File: config.mk
export PLATFORM = sky130hd
export DESIGN_NAME = sensor_telegram_deframer
export DESIGN_NICKNAME = d
export VERILOG_FILES = /design/src/hdl/stdf_pkg.sv /design/src/hdl/stdf_ram.sv /design/src/hdl/stdf_front.sv /design/src/hdl/stdf_back.sv /design/src/hdl/sensor_telegram_deframer.sv
export SDC_FILE = /design/constraint.sdc
export NUM_CORES = 1
export LEC_CHECK = 0
export BUFFER_PORTS_ARGS = -buffer_cell sky130_fd_sc_hd__buf_2
export CORE_ASPECT_RATIO = 0.5
export CORE_MARGIN = 5
export CORE_UTILIZATION = 32
export CTS_CLUSTER_DIAMETER = 30
export DETAILED_ROUTE_END_ITERATION = 10
export PLACE_DENSITY = 0.56
export SLEW_MARGIN = 5
export SYNTH_ARGS = -nofsm -noshare
export SYNTH_HDL_FRONTEND = slang
export SYNTH_SLANG_ARGS = --single-unit
File: constraint.sdc
create_clock -name clk -period 7.95 [get_ports clk]
set_clock_uncertainty 0.2 [all_clocks]
set_input_delay 0.795 -clock clk [delete_from_list [all_inputs] [get_ports clk]]
set_output_delay 0.795 -clock clk [all_outputs]
set_load 0.02 [all_outputs]
File: src/hdl/stdf_pkg.sv
`default_nettype none
package stdf_pkg;

  localparam logic [7:0] BYTE_STX   = 8'h02;
  localparam logic [7:0] BYTE_ETX   = 8'h03;
  localparam logic [7:0] ID_A       = 8'h41;
  localparam logic [7:0] ID_B       = 8'h42;
  localparam logic [7:0] CHR_PLUS   = 8'h2B;
  localparam logic [7:0] CHR_MINUS  = 8'h2D;
  localparam logic [7:0] CHR_ZERO   = 8'h30;
  localparam logic [7:0] CHR_NINE   = 8'h39;
  localparam logic [7:0] CHR_SPACE  = 8'h20;
  localparam logic [7:0] CHR_TAB    = 8'h09;
  localparam logic [7:0] CHR_CR     = 8'h0D;
  localparam logic [7:0] CORR_RESET = 8'hCE;

  localparam logic CFG_CORR_A = 1'b0;
  localparam logic CFG_CORR_B = 1'b1;

  typedef enum logic [1:0] {
    KIND_DATA = 2'd0,
    KIND_STX  = 2'd1,
    KIND_ETX  = 2'd2
  } kind_t;

  typedef struct packed {
    kind_t      kind;
    logic [7:0] data;
  } q_entry_t;

  typedef enum logic [2:0] {
    STAT_NONE     = 3'd0,
    STAT_GOOD     = 3'd1,
    STAT_CHECKSUM = 3'd2,
    STAT_OVERFLOW = 3'd3,
    STAT_EMPTY    = 3'd4
  } status_t;

  typedef enum logic [1:0] {
    UPD_NONE = 2'd0,
    UPD_A    = 2'd1,
    UPD_B    = 2'd2
  } upd_t;

  typedef struct packed {
    status_t status;
    logic    restart;
    upd_t    updated;
  } result_t;

  typedef enum logic [1:0] {
    ST_IDLE   = 2'd0,
    ST_READ   = 2'd1,
    ST_EVAL   = 2'd2,
    ST_FINISH = 2'd3
  } back_state_t;

endpackage
`default_nettype wire

File: src/hdl/stdf_ram.sv
`default_nettype none
module stdf_ram #(
  parameter int WIDTH = 8,
  parameter int DEPTH = 6
) (
  input  wire logic                     clk,
  input  wire logic                     we,
  input  wire logic [$clog2(DEPTH)-1:0] waddr,
  input  wire logic [WIDTH-1:0]         wdata,
  input  wire logic [$clog2(DEPTH)-1:0] raddr,
  output logic      [WIDTH-1:0]         rdata
);

  logic [WIDTH-1:0] mem_r [DEPTH];
  logic [WIDTH-1:0] rdata_r;

  always_ff @(posedge clk) begin
    if (we) begin
      mem_r[waddr] <= wdata;
    end
    rdata_r <= mem_r[raddr];
  end

  assign rdata = rdata_r;

endmodule
`default_nettype wire

File: src/hdl/stdf_front.sv
`default_nettype none
module stdf_front (
  input  wire logic              clk,
  input  wire logic              rst_n,
  input  wire logic              in_valid,
  output logic                   in_ready,
  input  wire logic [7:0]        in_rx_byte,
  output logic                   q_valid,
  output stdf_pkg::q_entry_t     q_head,
  input  wire logic              q_pop
);
  import stdf_pkg::*;

  q_entry_t   slot_r [2];
  logic       wr_ptr_r, wr_ptr_nxt;
  logic       rd_ptr_r, rd_ptr_nxt;
  logic [1:0] count_r, count_nxt;
  logic       push;
  q_entry_t   entry;

  // classify by byte value only, frame context is tracked behind the queue
  always_comb begin
    entry.data = in_rx_byte;
    if (in_rx_byte == BYTE_STX) begin
      entry.kind = KIND_STX;
    end else if (in_rx_byte == BYTE_ETX) begin
      entry.kind = KIND_ETX;
    end else begin
      entry.kind = KIND_DATA;
    end
  end

  assign in_ready = (count_r != 2'd2);
  assign push     = in_valid && in_ready;
  assign q_valid  = (count_r != 2'd0);
  assign q_head   = slot_r[rd_ptr_r];

  always_comb begin
    wr_ptr_nxt = push ? ~wr_ptr_r : wr_ptr_r;
    rd_ptr_nxt = q_pop ? ~rd_ptr_r : rd_ptr_r;
    count_nxt  = count_r + {1'b0, push} - {1'b0, q_pop};
  end

  always_ff @(posedge clk) begin
    if (!rst_n) begin
      wr_ptr_r <= 1'b0;
      rd_ptr_r <= 1'b0;
      count_r  <= 2'd0;
    end else begin
      wr_ptr_r <= wr_ptr_nxt;
      rd_ptr_r <= rd_ptr_nxt;
      count_r  <= count_nxt;
    end
  end

  always_ff @(posedge clk) begin
    if (push) begin
      slot_r[wr_ptr_r] <= entry;
    end
  end

endmodule
`default_nettype wire

File: src/hdl/stdf_back.sv
`default_nettype none
module stdf_back #(
  parameter int PAYLOAD_DEPTH = 6
) (
  input  wire logic               clk,
  input  wire logic               rst_n,
  input  wire logic               q_valid,
  input  wire stdf_pkg::q_entry_t q_head,
  output logic                    q_pop,
  input  wire logic               cfg_we,
  input  wire logic               cfg_index,
  input  wire logic [7:0]         cfg_data,
  output logic                    res_valid,
  input  wire logic               res_ready,
  output stdf_pkg::result_t       res,
  output logic [7:0]              reading_a,
  output logic [7:0]              reading_b
);
  import stdf_pkg::*;

  localparam int AW = $clog2(PAYLOAD_DEPTH);
  localparam int FW = $clog2(PAYLOAD_DEPTH + 1);
  localparam logic [FW-1:0] FILL_MAX = FW'(PAYLOAD_DEPTH);
  localparam logic [FW-1:0] FILL_ONE = FW'(1);
  localparam logic [FW-1:0] FILL_TWO = FW'(2);

  back_state_t state_r, state_nxt;
  logic          in_frame_r, in_frame_nxt;
  logic [FW-1:0] fill_r, fill_nxt;
  logic [7:0]    sum_r, sum_nxt;
  logic [7:0]    first_r, first_nxt;
  logic [7:0]    last_r, last_nxt;
  logic [FW-1:0] idx_r, idx_nxt;
  logic [FW-1:0] end_r, end_nxt;
  logic [7:0]    acc_r, acc_nxt;
  logic          neg_r, neg_nxt;
  logic          digit_ph_r, digit_ph_nxt;
  logic          sel_b_r, sel_b_nxt;
  logic [7:0]    corr_a_r, corr_b_r;
  logic [7:0]    reading_a_r, reading_a_nxt;
  logic [7:0]    reading_b_r, reading_b_nxt;
  logic          res_valid_r, res_valid_nxt;
  result_t       res_r, res_nxt;

  logic          can_emit;
  logic          etx_in;
  logic          ck_ok;
  logic          start_parse;
  logic          ram_we;
  logic [7:0]    rd_data;
  logic          is_blank, is_digit, is_sign, stop;
  logic [7:0]    acc_step;
  logic [FW-1:0] idx_inc;
  logic [7:0]    val, corr, new_val;

  stdf_ram #(
    .WIDTH (8),
    .DEPTH (PAYLOAD_DEPTH)
  ) u_store (
    .clk   (clk),
    .we    (ram_we),
    .waddr (fill_r[AW-1:0]),
    .wdata (q_head.data),
    .raddr (idx_r[AW-1:0]),
    .rdata (rd_data)
  );

  assign can_emit = !res_valid_r || res_ready;
  assign etx_in   = (q_head.kind == KIND_ETX) && in_frame_r;
  // last stored byte against the sum of the ones before it
  assign ck_ok    = ((sum_r - last_r) == last_r);
  assign start_parse = etx_in && (fill_r != '0) && ck_ok && (fill_r >= FILL_TWO) &&
                       ((first_r == ID_A) || (first_r == ID_B));
  assign q_pop    = (state_r == ST_IDLE) && q_valid && can_emit;
  assign ram_we   = q_pop && (q_head.kind == KIND_DATA) && in_frame_r && (fill_r < FILL_MAX);

  // character decode for the parse walk
  always_comb begin
    is_blank = (rd_data == CHR_SPACE) || ((rd_data >= CHR_TAB) && (rd_data <= CHR_CR));
    is_digit = (rd_data >= CHR_ZERO) && (rd_data <= CHR_NINE);
    is_sign  = (rd_data == CHR_PLUS) || (rd_data == CHR_MINUS);
    acc_step = {acc_r[4:0], 3'b000} + {acc_r[6:0], 1'b0} + (rd_data - CHR_ZERO);
    idx_inc  = idx_r + FILL_ONE;
    if (digit_ph_r) begin
      stop = !is_digit;
    end else begin
      stop = !(is_blank || is_sign || is_digit);
    end
    val     = neg_r ? (8'd0 - acc_r) : acc_r;
    corr    = sel_b_r ? corr_b_r : corr_a_r;
    new_val = (val == 8'd0) ? 8'd0 : (val + corr);
  end

  // next state
  always_comb begin
    state_nxt = state_r;
    case (state_r)
      ST_IDLE: begin
        if (q_pop && start_parse) begin
          state_nxt = (fill_r == FILL_TWO) ? ST_FINISH : ST_READ;
        end
      end
      ST_READ: begin
        state_nxt = ST_EVAL;
      end
      ST_EVAL: begin
        if (stop || (idx_inc == end_r)) begin
          state_nxt = ST_FINISH;
        end else begin
          state_nxt = ST_READ;
        end
      end
      ST_FINISH: begin
        if (can_emit) begin
          state_nxt = ST_IDLE;
        end
      end
      default: begin
        state_nxt = ST_IDLE;
      end
    endcase
  end

  // datapath and result
  always_comb begin
    in_frame_nxt  = in_frame_r;
    fill_nxt      = fill_r;
    sum_nxt       = sum_r;
    first_nxt     = first_r;
    last_nxt      = last_r;
    idx_nxt       = idx_r;
    end_nxt       = end_r;
    acc_nxt       = acc_r;
    neg_nxt       = neg_r;
    digit_ph_nxt  = digit_ph_r;
    sel_b_nxt     = sel_b_r;
    reading_a_nxt = reading_a_r;
    reading_b_nxt = reading_b_r;
    res_valid_nxt = res_valid_r && !res_ready;
    res_nxt       = res_r;
    case (state_r)
      ST_IDLE: begin
        if (q_pop) begin
          res_valid_nxt = !start_parse;
          res_nxt       = '{status: STAT_NONE, restart: 1'b0, updated: UPD_NONE};
          if (etx_in) begin
            in_frame_nxt    = 1'b0;
            fill_nxt        = '0;
            res_nxt.restart = 1'b1;
            if (fill_r == '0) begin
              res_nxt.status = STAT_EMPTY;
            end else if (!ck_ok) begin
              res_nxt.status = STAT_CHECKSUM;
            end else begin
              res_nxt.status = STAT_GOOD;
            end
            idx_nxt      = FILL_ONE;
            end_nxt      = fill_r - FILL_ONE;
            acc_nxt      = 8'd0;
            neg_nxt      = 1'b0;
            digit_ph_nxt = 1'b0;
            sel_b_nxt    = (first_r == ID_B);
          end else if (q_head.kind == KIND_STX) begin
            in_frame_nxt = 1'b1;
            sum_nxt      = 8'd0;
            fill_nxt     = '0;
          end else if (in_frame_r) begin
            if (fill_r < FILL_MAX) begin
              fill_nxt = fill_r + FILL_ONE;
              sum_nxt  = sum_r + q_head.data;
              last_nxt = q_head.data;
              if (fill_r == '0) begin
                first_nxt = q_head.data;
              end
            end else begin
              in_frame_nxt    = 1'b0;
              fill_nxt        = '0;
              res_nxt.status  = STAT_OVERFLOW;
              res_nxt.restart = 1'b1;
            end
          end
        end
      end
      ST_EVAL: begin
        idx_nxt = idx_inc;
        if (!stop) begin
          if (!digit_ph_r && is_sign) begin
            neg_nxt      = (rd_data == CHR_MINUS);
            digit_ph_nxt = 1'b1;
          end else if (is_digit) begin
            acc_nxt      = acc_step;
            digit_ph_nxt = 1'b1;
          end
        end
      end
      ST_FINISH: begin
        if (can_emit) begin
          res_valid_nxt = 1'b1;
          if (sel_b_r) begin
            reading_b_nxt = new_val;
            res_nxt.updated = UPD_B;
          end else begin
            reading_a_nxt = new_val;
            res_nxt.updated = UPD_A;
          end
        end
      end
      default: begin
      end
    endcase
  end

  always_ff @(posedge clk) begin
    if (!rst_n) begin
      state_r     <= ST_IDLE;
      in_frame_r  <= 1'b0;
      fill_r      <= '0;
      sum_r       <= 8'd0;
      reading_a_r <= 8'd0;
      reading_b_r <= 8'd0;
      res_valid_r <= 1'b0;
      corr_a_r    <= CORR_RESET;
      corr_b_r    <= CORR_RESET;
    end else begin
      state_r     <= state_nxt;
      in_frame_r  <= in_frame_nxt;
      fill_r      <= fill_nxt;
      sum_r       <= sum_nxt;
      reading_a_r <= reading_a_nxt;
      reading_b_r <= reading_b_nxt;
      res_valid_r <= res_valid_nxt;
      if (cfg_we && (cfg_index == CFG_CORR_A)) begin
        corr_a_r <= cfg_data;
      end
      if (cfg_we && (cfg_index == CFG_CORR_B)) begin
        corr_b_r <= cfg_data;
      end
    end
  end

  always_ff @(posedge clk) begin
    first_r    <= first_nxt;
    last_r     <= last_nxt;
    idx_r      <= idx_nxt;
    end_r      <= end_nxt;
    acc_r      <= acc_nxt;
    neg_r      <= neg_nxt;
    digit_ph_r <= digit_ph_nxt;
    sel_b_r    <= sel_b_nxt;
    res_r      <= res_nxt;
  end

  // readings only move when a result is loaded, so they track the held result
  assign res_valid = res_valid_r;
  assign res       = res_r;
  assign reading_a = reading_a_r;
  assign reading_b = reading_b_r;

endmodule
`default_nettype wire

File: src/hdl/sensor_telegram_deframer.sv
`default_nettype none
// channel  | ports                                              | transfer when
// ---------+----------------------------------------------------+------------------------
// input    | in_valid, in_ready, in_rx_byte                     | in_valid & in_ready
// result   | out_valid, out_ready, out_frame_status, out_restart_fifo,
//          | out_updated_sensor, out_sensor_a_value, out_sensor_b_value | out_valid & out_ready
// config   | cfg_we, cfg_index, cfg_data                        | cfg_we
//
// every byte gives one result; most bytes are handled in the back end's idle state
// a good A or B frame walks the text one stored byte at a time (registered
// store read, then decode), stopping at the checksum or at a byte that ends the number
// a two-entry queue takes bytes while the back end parses or the result waits
// synchronous active-low reset clears frame state and readings and sets both corrections to CORR_RESET
module sensor_telegram_deframer #(
  parameter int PAYLOAD_DEPTH = 6
) (
  input  wire logic              clk,
  input  wire logic              rst_n,
  input  wire logic              in_valid,
  output logic                   in_ready,
  input  wire logic [7:0]        in_rx_byte,
  output logic                   out_valid,
  input  wire logic              out_ready,
  output logic [2:0]             out_frame_status,
  output logic                   out_restart_fifo,
  output logic [1:0]             out_updated_sensor,
  output logic signed [7:0]      out_sensor_a_value,
  output logic signed [7:0]      out_sensor_b_value,
  input  wire logic              cfg_we,
  input  wire logic              cfg_index,
  input  wire logic [7:0]        cfg_data
);
  import stdf_pkg::*;

  logic       q_valid;
  q_entry_t   q_head;
  logic       q_pop;
  result_t    res;
  logic [7:0] reading_a;
  logic [7:0] reading_b;

  stdf_front u_front (
    .clk        (clk),
    .rst_n      (rst_n),
    .in_valid   (in_valid),
    .in_ready   (in_ready),
    .in_rx_byte (in_rx_byte),
    .q_valid    (q_valid),
    .q_head     (q_head),
    .q_pop      (q_pop)
  );

  stdf_back #(
    .PAYLOAD_DEPTH (PAYLOAD_DEPTH)
  ) u_back (
    .clk       (clk),
    .rst_n     (rst_n),
    .q_valid   (q_valid),
    .q_head    (q_head),
    .q_pop     (q_pop),
    .cfg_we    (cfg_we),
    .cfg_index (cfg_index),
    .cfg_data  (cfg_data),
    .res_valid (out_valid),
    .res_ready (out_ready),
    .res       (res),
    .reading_a (reading_a),
    .reading_b (reading_b)
  );

  assign out_frame_status   = res.status;
  assign out_restart_fifo   = res.restart;
  assign out_updated_sensor = res.updated;
  assign out_sensor_a_value = reading_a;
  assign out_sensor_b_value = reading_b;

endmodule
`default_nettype wire

# ---- After elaboration in Yosys (flattened, before gate mapping)
# Memories as Yosys holds them, arrays and structs flattened. A register that Yosys moved wholly into a read port is not among the register bits.
# Cells that the tools add are included.
# W data, S select, Z words.
dict set report word_totals {
  elab_cells 189
  ram_bits 68
  reg_bits 90
  memories 2
}
# name words width read_ports rd_ports_with_merged_regs write_ports line
set memory_table {}
lappend memory_table {u_back.u_store.mem_r 6 8 1 1 1 stdf_ram.sv:14} ;# logic [WIDTH-1:0] mem_r [DEPTH];
lappend memory_table {u_front.slot_r 2 10 1 1 1 stdf_front.sv:14} ;# q_entry_t slot_r [2];
dict set report op_classes {
  reduce_logical 56
  n_mux 59
  n_lt_le_gt_ge 6
  n_bitwise 6
  eq_ne 25
  add_sub_neg 12
}
# op count
set ops {}
lappend ops {{$mux W8} 11}
lappend ops {{$add A8 B8 Y8} 4}
lappend ops {{$eq A8 B6 Y1 const B} 3}
lappend ops {{$mux W3} 8}
lappend ops {{$mux W1} 20}
lappend ops {{$mux W2} 10}
lappend ops {{$logic_and A1 B1 Y1} 18}
lappend ops {{$reduce_and A3 Y1} 6}
lappend ops {{$eq A8 B2 Y1 const B} 2}
lappend ops {{$eq A8 B7 Y1 const B} 2}
lappend ops {{$pmux W8 S2} 1}
lappend ops {{$reduce_and A5 Y1} 3}
lappend ops {{$mux W4} 3}
lappend ops {{$reduce_and A6 Y1} 2}
lappend ops {{$ne A2 B1 Y1 const B} 5}
lappend ops {{$reduce_bool A2 Y1} 5}
lappend ops {{$eq A8 B8 Y1} 1}
lappend ops {{$ge A8 B4 Y1 const B} 1}
lappend ops {{$ge A8 B6 Y1 const B} 1}
lappend ops {{$le A8 B4 Y1 const B} 1}
lappend ops {{$le A8 B6 Y1 const B} 1}
lappend ops {{$logic_not A8 Y1} 1}
lappend ops {{$ne A2 B2 Y1 const B} 4}
lappend ops {{$pmux W2 S4} 1}
lappend ops {{25 further kinds} 50}

# ---- Longest topological paths before layout
# Gate-level depths: netlist of run 1.
dict set report logic_depth {
  ltp_word 10
  depth_mapped 13
  depth_no_buf 13
}

# ---- Cells and area by module
# Synthesis of run 1 repeated with hierarchy kept, for this count alone.
dict set report hier_totals {
  cells_unflattened 737
  hier_area_um2 8329.2
}
# mod n_inst cells_per_inst seq_area_each_um2 area_per_inst_um2
set by_module_without_submodules {}
lappend by_module_without_submodules {stdf_back 1 559 2082.0 5240.0}
lappend by_module_without_submodules {stdf_ram 1 113 1601.5 2078.2}
lappend by_module_without_submodules {stdf_front 1 65 700.7 1011.0}

# ---- Worst setup path after synthesis of run 1
# No wires, ideal clock.
dict set report synth_path {
  path_type {flip-flop to flip-flop}
  startpoint {register (tool-made name)}
  endpoint {register u_back.sum_r[7]}
  slack_ns 4.858
  path_stages_with_launch 11
  path_buffers 1
  period_less_slack_ns 3.092
  arrival_ns 2.821
  cell_sequence {dfxtp_1 > buf_1 > mux2_2 > ha_1 > a21o_1 > a21oi_1 > o21ai_0 > o41ai_1 > xor2_1 > mux2_2 > a21oi_1}
}
# item line
set synth_rtl {}
lappend synth_rtl {{end signal, assigned} stdf_back.sv:228} ;# sum_r <= sum_nxt;
lappend synth_rtl {{end, declared} stdf_back.sv:30} ;# logic [7:0] sum_r, sum_nxt;

==> results.sh, run 1 <==
export IMPL_fin_nets=834
export IMPL_drc=0
export IMPL_cp_arrival_ns=3.19
export IMPL_cts_made_buffers=17
export IMPL_ctsResizeCount=0
export IMPL_worst_slew_pin_slew_ns=1.170
export IMPL_multi_input_area_um2=3475
export IMPL_numClockSinks=166
export IMPL_crit_type="flip-flop to flip-flop"
export IMPL_power_leakage_nw=3.481
export IMPL_netlist_area_um2=8097
export IMPL_rows=41
export IMPL_fp_dieArea_um2=28780
export IMPL_worst_path_buf_inv=0
export IMPL_fill_cells=2469
export IMPL_initial_core_util_pct=32.34
export IMPL_clk_pin_slew_worst_paths_ns=0.07
export IMPL_postCtsSetupRepairBufs=0
export IMPL_synth_edff_count=106
export IMPL_clk_path_buf_depth=2
export IMPL_layout_min_cycle_time_ns=3.335
export IMPL_finalHoldViolCount=0
export IMPL_postPlaceCellArea_um2=8672
export IMPL_diodes=0
export IMPL_syn_nets=793
export IMPL_viasPerCell=4.766
export IMPL_cp_cell_sequence="mux2_2 -> nor2_1 -> nand2_1 -> nor2_1 -> a21oi_1 -> nor2_1"
export IMPL_dp_hpwl_mm=12.14
export IMPL_slowest_delay_ns=0.67
export IMPL_routed_wl_mm=16.68
export IMPL_gr_total_overflow=0
export IMPL_required_ns=7.80
export IMPL_status="finished clean"
export IMPL_max_cap_viol_count=0
export IMPL_timing_slew_headroom_pct=21.40
export IMPL_mostFrequentLayoutCells="106 x edfxtp_1, 84 x nand2_1, 60 x nor2_1, 60 x dfxtp_1, 52 x a21oi_1"
export IMPL_antenna_left=0
export IMPL_gp_congestion=0.7889
export IMPL_critPathLaunchType="flip-flop"
export IMPL_hp_class="flip-flop to flip-flop"
export IMPL_die_w_um=235.0
export IMPL_peakVddDrop_uv=148.7
export IMPL_io_buffer_count=45
export IMPL_grt_usage_pct=12.00
export IMPL_tns_ns=0
export IMPL_coreArea_um2=25030
export IMPL_ys_seq_area_share_pct=54.15
export IMPL_vias=5324
export IMPL_cp_common_cell="nor2_1"
export IMPL_crit_path_top_delay_cell="dfxtp_1"
export IMPL_syn_avg_cell_area_um2=11.26
export IMPL_grt_max_degree=37
export IMPL_yosysUniqueCellTypes=57
export IMPL_ios=46
export IMPL_die_h_um=122.5
export IMPL_fmax_mhz=299.9
export IMPL_grt_pass1_wl_mm=27.58
export IMPL_crit_fanout=12
export IMPL_seqCellArea_um2=4384
export IMPL_fin_area_um2=9259
export IMPL_cts_tree="yes"
export IMPL_synth_cells=719
export IMPL_htreeDepth=4
export IMPL_area_growth_pct=14.36
export IMPL_cp_end_kind="flip-flop"
export IMPL_final_common_cell="edfxtp_1"
export IMPL_ys_flop_type="edfxtp_1"
export IMPL_root_buffer="clkbuf_16"
export IMPL_drive_gt1_share_pct=14.36
export IMPL_rsz0062_at_grt="false"
export IMPL_slew_viol_final=0
export IMPL_yosys_warnings=0
export IMPL_clk_latency_ns=0.43
export IMPL_cts_hold_buffers=0
export IMPL_setup_viol=0
export IMPL_antenna_found_initial=1
export IMPL_post_drt_wl_per_cell_um=14.93
export IMPL_p_per_area_nw_per_um2=241.8
export IMPL_drt_iter0_markers=314
export IMPL_grt_pass1_vias=5247
export IMPL_dr_pass1_iters=5
export IMPL_finalCritPeriodShare_pct=41.95
export IMPL_synth_seq_cells=166
export IMPL_synth_async_sr_flop_share_pct=0
export IMPL_critPathTopFamily="simple AND/OR/NAND/NOR gates"
==> path summary, 6_finish.rpt <==
kind / startpoint / endpoint / slack (ns) / cells after the start
worst min register to register: u_back.corr_a_r[4] / u_back.corr_a_r[4] / 0.25 / 2
worst min-delay path: u_back.corr_a_r[4] / u_back.corr_a_r[4] / 0.25 / 2
worst max-delay path: flip-flop / u_back.acc_r[4] / 4.62 / 6
worst max register to register: flip-flop / u_back.acc_r[4] / 4.62 / 6
==> worst min-delay path: stages (launching register included) <==
cell	delay (ns)
dfxtp_1	0.31
nand2_1	0.05
a21oi_1	0.05
==> kinds of logic after synthesis <==
kind of cell    after synthesis  synth area share (%)
compound gates              114                 8.901
fa+ha+maj                    52                 8.778
buf+inv                      63                 3.014
xor+xnor                     47                 5.084
mux                          39                 6.320
flops                       166                 54.15
simple gates                238                 13.75
==> through the flow <==
step / setup slack (ns) / total power, W / instances / util, % / hold slack, ns
floorplan: 4.858 / 0.001327 / 719 / - / 0.2329
global placement: 4.556 / 0.001434 / 1085 / 34.64 / 0.2409
detailed placement: 4.535 / 0.001443 / 1085 / 34.64 / 0.2462
CTS: 4.574 / 0.002268 / 1117 / 36.99 / 0.2553
global route: 4.222 / 0.002356 / 1117 / 36.99 / 0.2767
finish: 4.615 / 0.002239 / 1117 / 36.99 / 0.2548
==> cells in the mapped netlist (2+ instances only) <==
cell | number | area [um^2]
a32o_1 | 2 | 20.02
nand3_1 | 19 | 95.09
and2_1 | 16 | 100.1
xnor2_1 | 31 | 271.5
mux4_2 | 8 | 180.2
a21o_1 | 5 | 37.54
nor2b_1 | 6 | 37.54
fa_1 | 8 | 160.2
nand3b_1 | 2 | 15.01
a31oi_1 | 2 | 12.51
a21oi_1 | 52 | 260.3
mux2i_1 | 14 | 140.1
a211oi_1 | 2 | 15.01
nand2b_1 | 12 | 75.07
a22oi_1 | 7 | 52.55
buf_1 | 3 | 11.26
inv_1 | 36 | 135.1
and3_1 | 3 | 18.77
mux2_2 | 17 | 191.4
edfxtp_1 | 106 | 3183
o41ai_1 | 4 | 35.03
nor2_1 | 60 | 225.2
clkbuf_1 | 21 | 78.83
dfxtp_1 | 60 | 1201
o32ai_1 | 2 | 17.52
o21bai_1 | 2 | 15.01
nor4_1 | 6 | 37.54
o21ai_0 | 19 | 95.09
ha_1 | 44 | 550.5
nand2_1 | 84 | 315.3
o21a_1 | 5 | 37.54
nand4_1 | 5 | 31.28
xor2_1 | 16 | 140.1
nor3_1 | 13 | 65.06
clkinv_1 | 2 | 7.510
a31o_2 | 2 | 17.52
or3_1 | 3 | 18.77
==> routing by layer <==
metal / track usage, % / part of all wire (%) / vias to the layer above
met1: 16.59 / 50 / 2570
met2: 18.82 / 45 / 92
li1: - / - / 2641
met4: 3.827 / 1.3 / 2
met3: 2.919 / 3.1 / 19
met5: 0 / 0.078 / -
==> power breakdown <==
| part | total (W) | internal, W | switching, W |
|---|---|---|---|
| Sequential | 0.00104 | 0.00101 | 0.0000359 |
| Clock | 0.000818 | 0.000447 | 0.000371 |
| Combinational | 0.000379 | 0.000138 | 0.000241 |
| Total | 0.00224 | 0.00159 | 0.000648 |
==> layout make-up <==
type                       count  share of cell area [%]
tap                          344                   4.649
timing repair buffer          47                   2.595
sequential                   166                   47.35
multi-input combinational    490                   37.53
inverter                      38                   1.541
clock inverter                14                   1.703
clock buffer                  18                   4.635
==> sequential cells by signal, indices dropped and copies added, names as in the netlist, named ones only <==
register,flops
u_front.wr_ptr_r,1
u_front.count_r,2
u_back.sum_r,8
u_back.u_store.rdata,8
u_front.slot_r,20
u_back.end_r,3
u_back.state_r,2
u_back.fill_r,3
u_back.neg_r,1
u_front.rd_ptr_r,1
u_back.last_r,7
u_back.corr_b_r,8
u_back.sel_b_r,1
u_back.acc_r,8
u_back.reading_a,8
u_back.in_frame_r,1
u_back.first_r,8
u_back.idx_r,3
u_back.reading_b,8
u_back.digit_ph_r,1
u_back.res_valid,1
u_back.corr_a_r,8
u_back.u_store.mem_r,48
u_back.res,6
No activity file was read; power rests on OpenSTA's default activity.
==> inputs of run 2 (changes only) <==
==> constraint.sdc (replaced) <==
create_clock -name clk -period 3.3 [get_ports clk]
set_clock_uncertainty 0.2 [all_clocks]
set_input_delay 0.33 -clock clk [delete_from_list [all_inputs] [get_ports clk]]
set_output_delay 0.33 -clock clk [all_outputs]
set_load 0.02 [all_outputs]
==> results.sh, run 2 (same netlist as run 1, synthesis figures left out) <==
export IMPL_status="finished clean"
export IMPL_grt_pass1_wl_mm=27.34
export IMPL_power_leakage_nw=3.659
export IMPL_clk_path_buf_depth=2
export IMPL_cts_made_buffers=17
export IMPL_rows=41
export IMPL_io_buffer_count=45
export IMPL_coreArea_um2=25030
export IMPL_max_flop_register="u_back.u_store.mem_r"
export IMPL_antenna_found_initial=1
export IMPL_fp_dieArea_um2=28780
export IMPL_rr_endpoint="u_back.reading_a[7]"
export IMPL_wl_met1_mm=8.319
export IMPL_clk_pin_slew_worst_paths_ns=0.07
export IMPL_post_drt_wl_per_cell_um=14.84
export IMPL_required_ns=3.47
export IMPL_dr_wl_met2_mm=7.946
export IMPL_slew_viol_final=0
export IMPL_timing_slew_headroom_pct=58.44
export IMPL_grt_max_degree=37
export IMPL_initial_core_util_pct=32.34
export IMPL_reg2reg_slack_ns=0.26
export IMPL_die_w_um=235.0
export IMPL_final_common_cell="edfxtp_1"
export IMPL_finalPower_w=0.005454
export IMPL_crit_fanout=5
export IMPL_die_h_um=122.5
export IMPL_worst_slew_pin_slew_ns=0.6211
export IMPL_dr_pass1_iters=6
export IMPL_area_growth_pct=18.25
export IMPL_diodes=0
export IMPL_tns_ns=0
export IMPL_htreeDepth=4
export IMPL_dp_cells=1104
export IMPL_mostFrequentLayoutCells="106 x edfxtp_1, 84 x nand2_1, 60 x nor2_1, 60 x dfxtp_1, 52 x a21oi_1"
export IMPL_clk_latency_ns=0.44
export IMPL_fmax_mhz=329.2
export IMPL_gp_congestion=0.7878
export IMPL_grt_pass1_vias=5215
export IMPL_rsz0062_at_grt="false"
export IMPL_fill_cells=2454
export IMPL_antenna_left=0
export IMPL_max_cap_viol_count=0
export IMPL_grt_usage_pct=12.10
export IMPL_numClockSinks=166
export IMPL_crit_type="flip-flop to flip-flop"
export IMPL_setup_ws_ns=0.2620
export IMPL_hold_depth=2
export IMPL_peakVddDrop_uv=325.0
export IMPL_top_regs="u_back.u_store.mem_r (48), u_front.slot_r (20)"
export IMPL_dp_hpwl_mm=12.37
export IMPL_drt_iter0_markers=320
export IMPL_cp_end_kind="flip-flop"
export IMPL_vias=5410
export IMPL_r2r_cells=11
export IMPL_viasPerCell=4.692
export IMPL_drc=0
export IMPL_finalHoldViolCount=0
export IMPL_dpl_worst_slack_ns=0.1356
export IMPL_reg2reg_from="u_back.acc_r[1]"
export IMPL_whs_endpoint="u_back.corr_a_r[6]"
export IMPL_hp_class="input pin to flip-flop"
export IMPL_root_buffer="clkbuf_16"
export IMPL_top_layer_used="met4"
export IMPL_post_route_util_pct=38.24
export IMPL_gr_total_overflow=0
export IMPL_ios=46
export IMPL_largest_reg_flops=48
export IMPL_wl_met3_um=641
export IMPL_critPathLaunchType="flip-flop"
export IMPL_cp_arrival_ns=3.21
export IMPL_layout_min_cycle_time_ns=3.038
export IMPL_setup_viol=0
export IMPL_min_from="rst_n"
export IMPL_p_per_area_nw_per_um2=569.6
export IMPL_fin_nets=870
export IMPL_finalCritPeriodShare_pct=92.06
export IMPL_stdcell_count=1153
export IMPL_cts_tree="yes"
export IMPL_routed_wl_mm=17.11
export IMPL_drive_gt1_share_pct=16.32
run 2: cell count changes in the layout (fill, tap and decap cells not counted), sizes merged:
cell         delta
dlygate4sd3    +16
inv             -1
clkinvlp        -2
clkinv          +3
buf            +20
run 2: cell type report:
cell class                 instances  area (um^2)  area share [%]
sequential                       166         4384           45.79
multi-input combinational        490         3480           36.34
tap                              344        430.4           4.496
timing repair buffer              83        550.5           5.750
clock buffer                      18        429.2           4.482
clock inverter                    14        157.7           1.647
inverter                          38        142.6           1.490
run 2: how the worst max path moves through the flow:
| stage | endpoint | slack [ns] | depth (start not counted) | from |
|---|---|---|---|---|
| after CTS | u_back.reading_a[7] | 0.14 | 11 | u_back.acc_r[1] |
| after global routing | u_back.reading_b[7] | 0.007 | 11 | u_back.acc_r[1] |
| after floorplan | u_back.sum_r[7] | 0.21 | 10 | flip-flop |
| after global placement | u_back.reading_b[7] | 0.22 | 11 | u_back.acc_r[1] |
| after detailed placement | u_back.reading_b[7] | 0.14 | 11 | u_back.acc_r[1] |
| final | u_back.reading_a[7] | 0.26 | 11 | u_back.acc_r[1] |
run 2: power breakdown:
| part | switching [W] | total [W] | internal (W) |
|---|---|---|---|
| sequential | 0.0000715 | 0.00249 | 0.00242 |
| clock | 0.000894 | 0.00197 | 0.00107 |
| combinational | 0.000620 | 0.000992 | 0.000372 |
run 2: repair_timing:
item | in CTS | in global routing
gates resized for setup | 0 | 3
setup endpoints to repair | 0 | 16
hold buffers | 16 | 0
hold endpoints to repair | 32 | 0
buffers inserted | 0 | 1
run 2: routing by layer:
layer | global-route usage (%) | vias up
met4 | 4.555 | 0
li1 | - | 2717
met5 | 0 | -
met3 | 2.717 | 14
met2 | 19.40 | 68
met1 | 16.24 | 2611
run 2: critical path, cell delays in order, from the launching register on:
cell	delay, ns
edfxtp_1	0.43
inv_1	0.14
ha_1	0.24
or4b_2	0.64
o21ai_2	0.17
xnor2_1	0.08
ha_1	0.22
a2111oi_1	0.33
nor3_1	0.13
xnor2_1	0.15
nand2b_1	0.09
o21ai_0	0.14
run 2: stage by stage:
stage | area, um^2 | hold WS [ns]
after global placement | 8815 | 0.2412
after floorplan | 8097 | 0.2289
final | 9574 | 0.07075
after global routing | 9574 | 0.05755
after CTS | 9562 | 0.04786
after detailed placement | 8815 | 0.2450
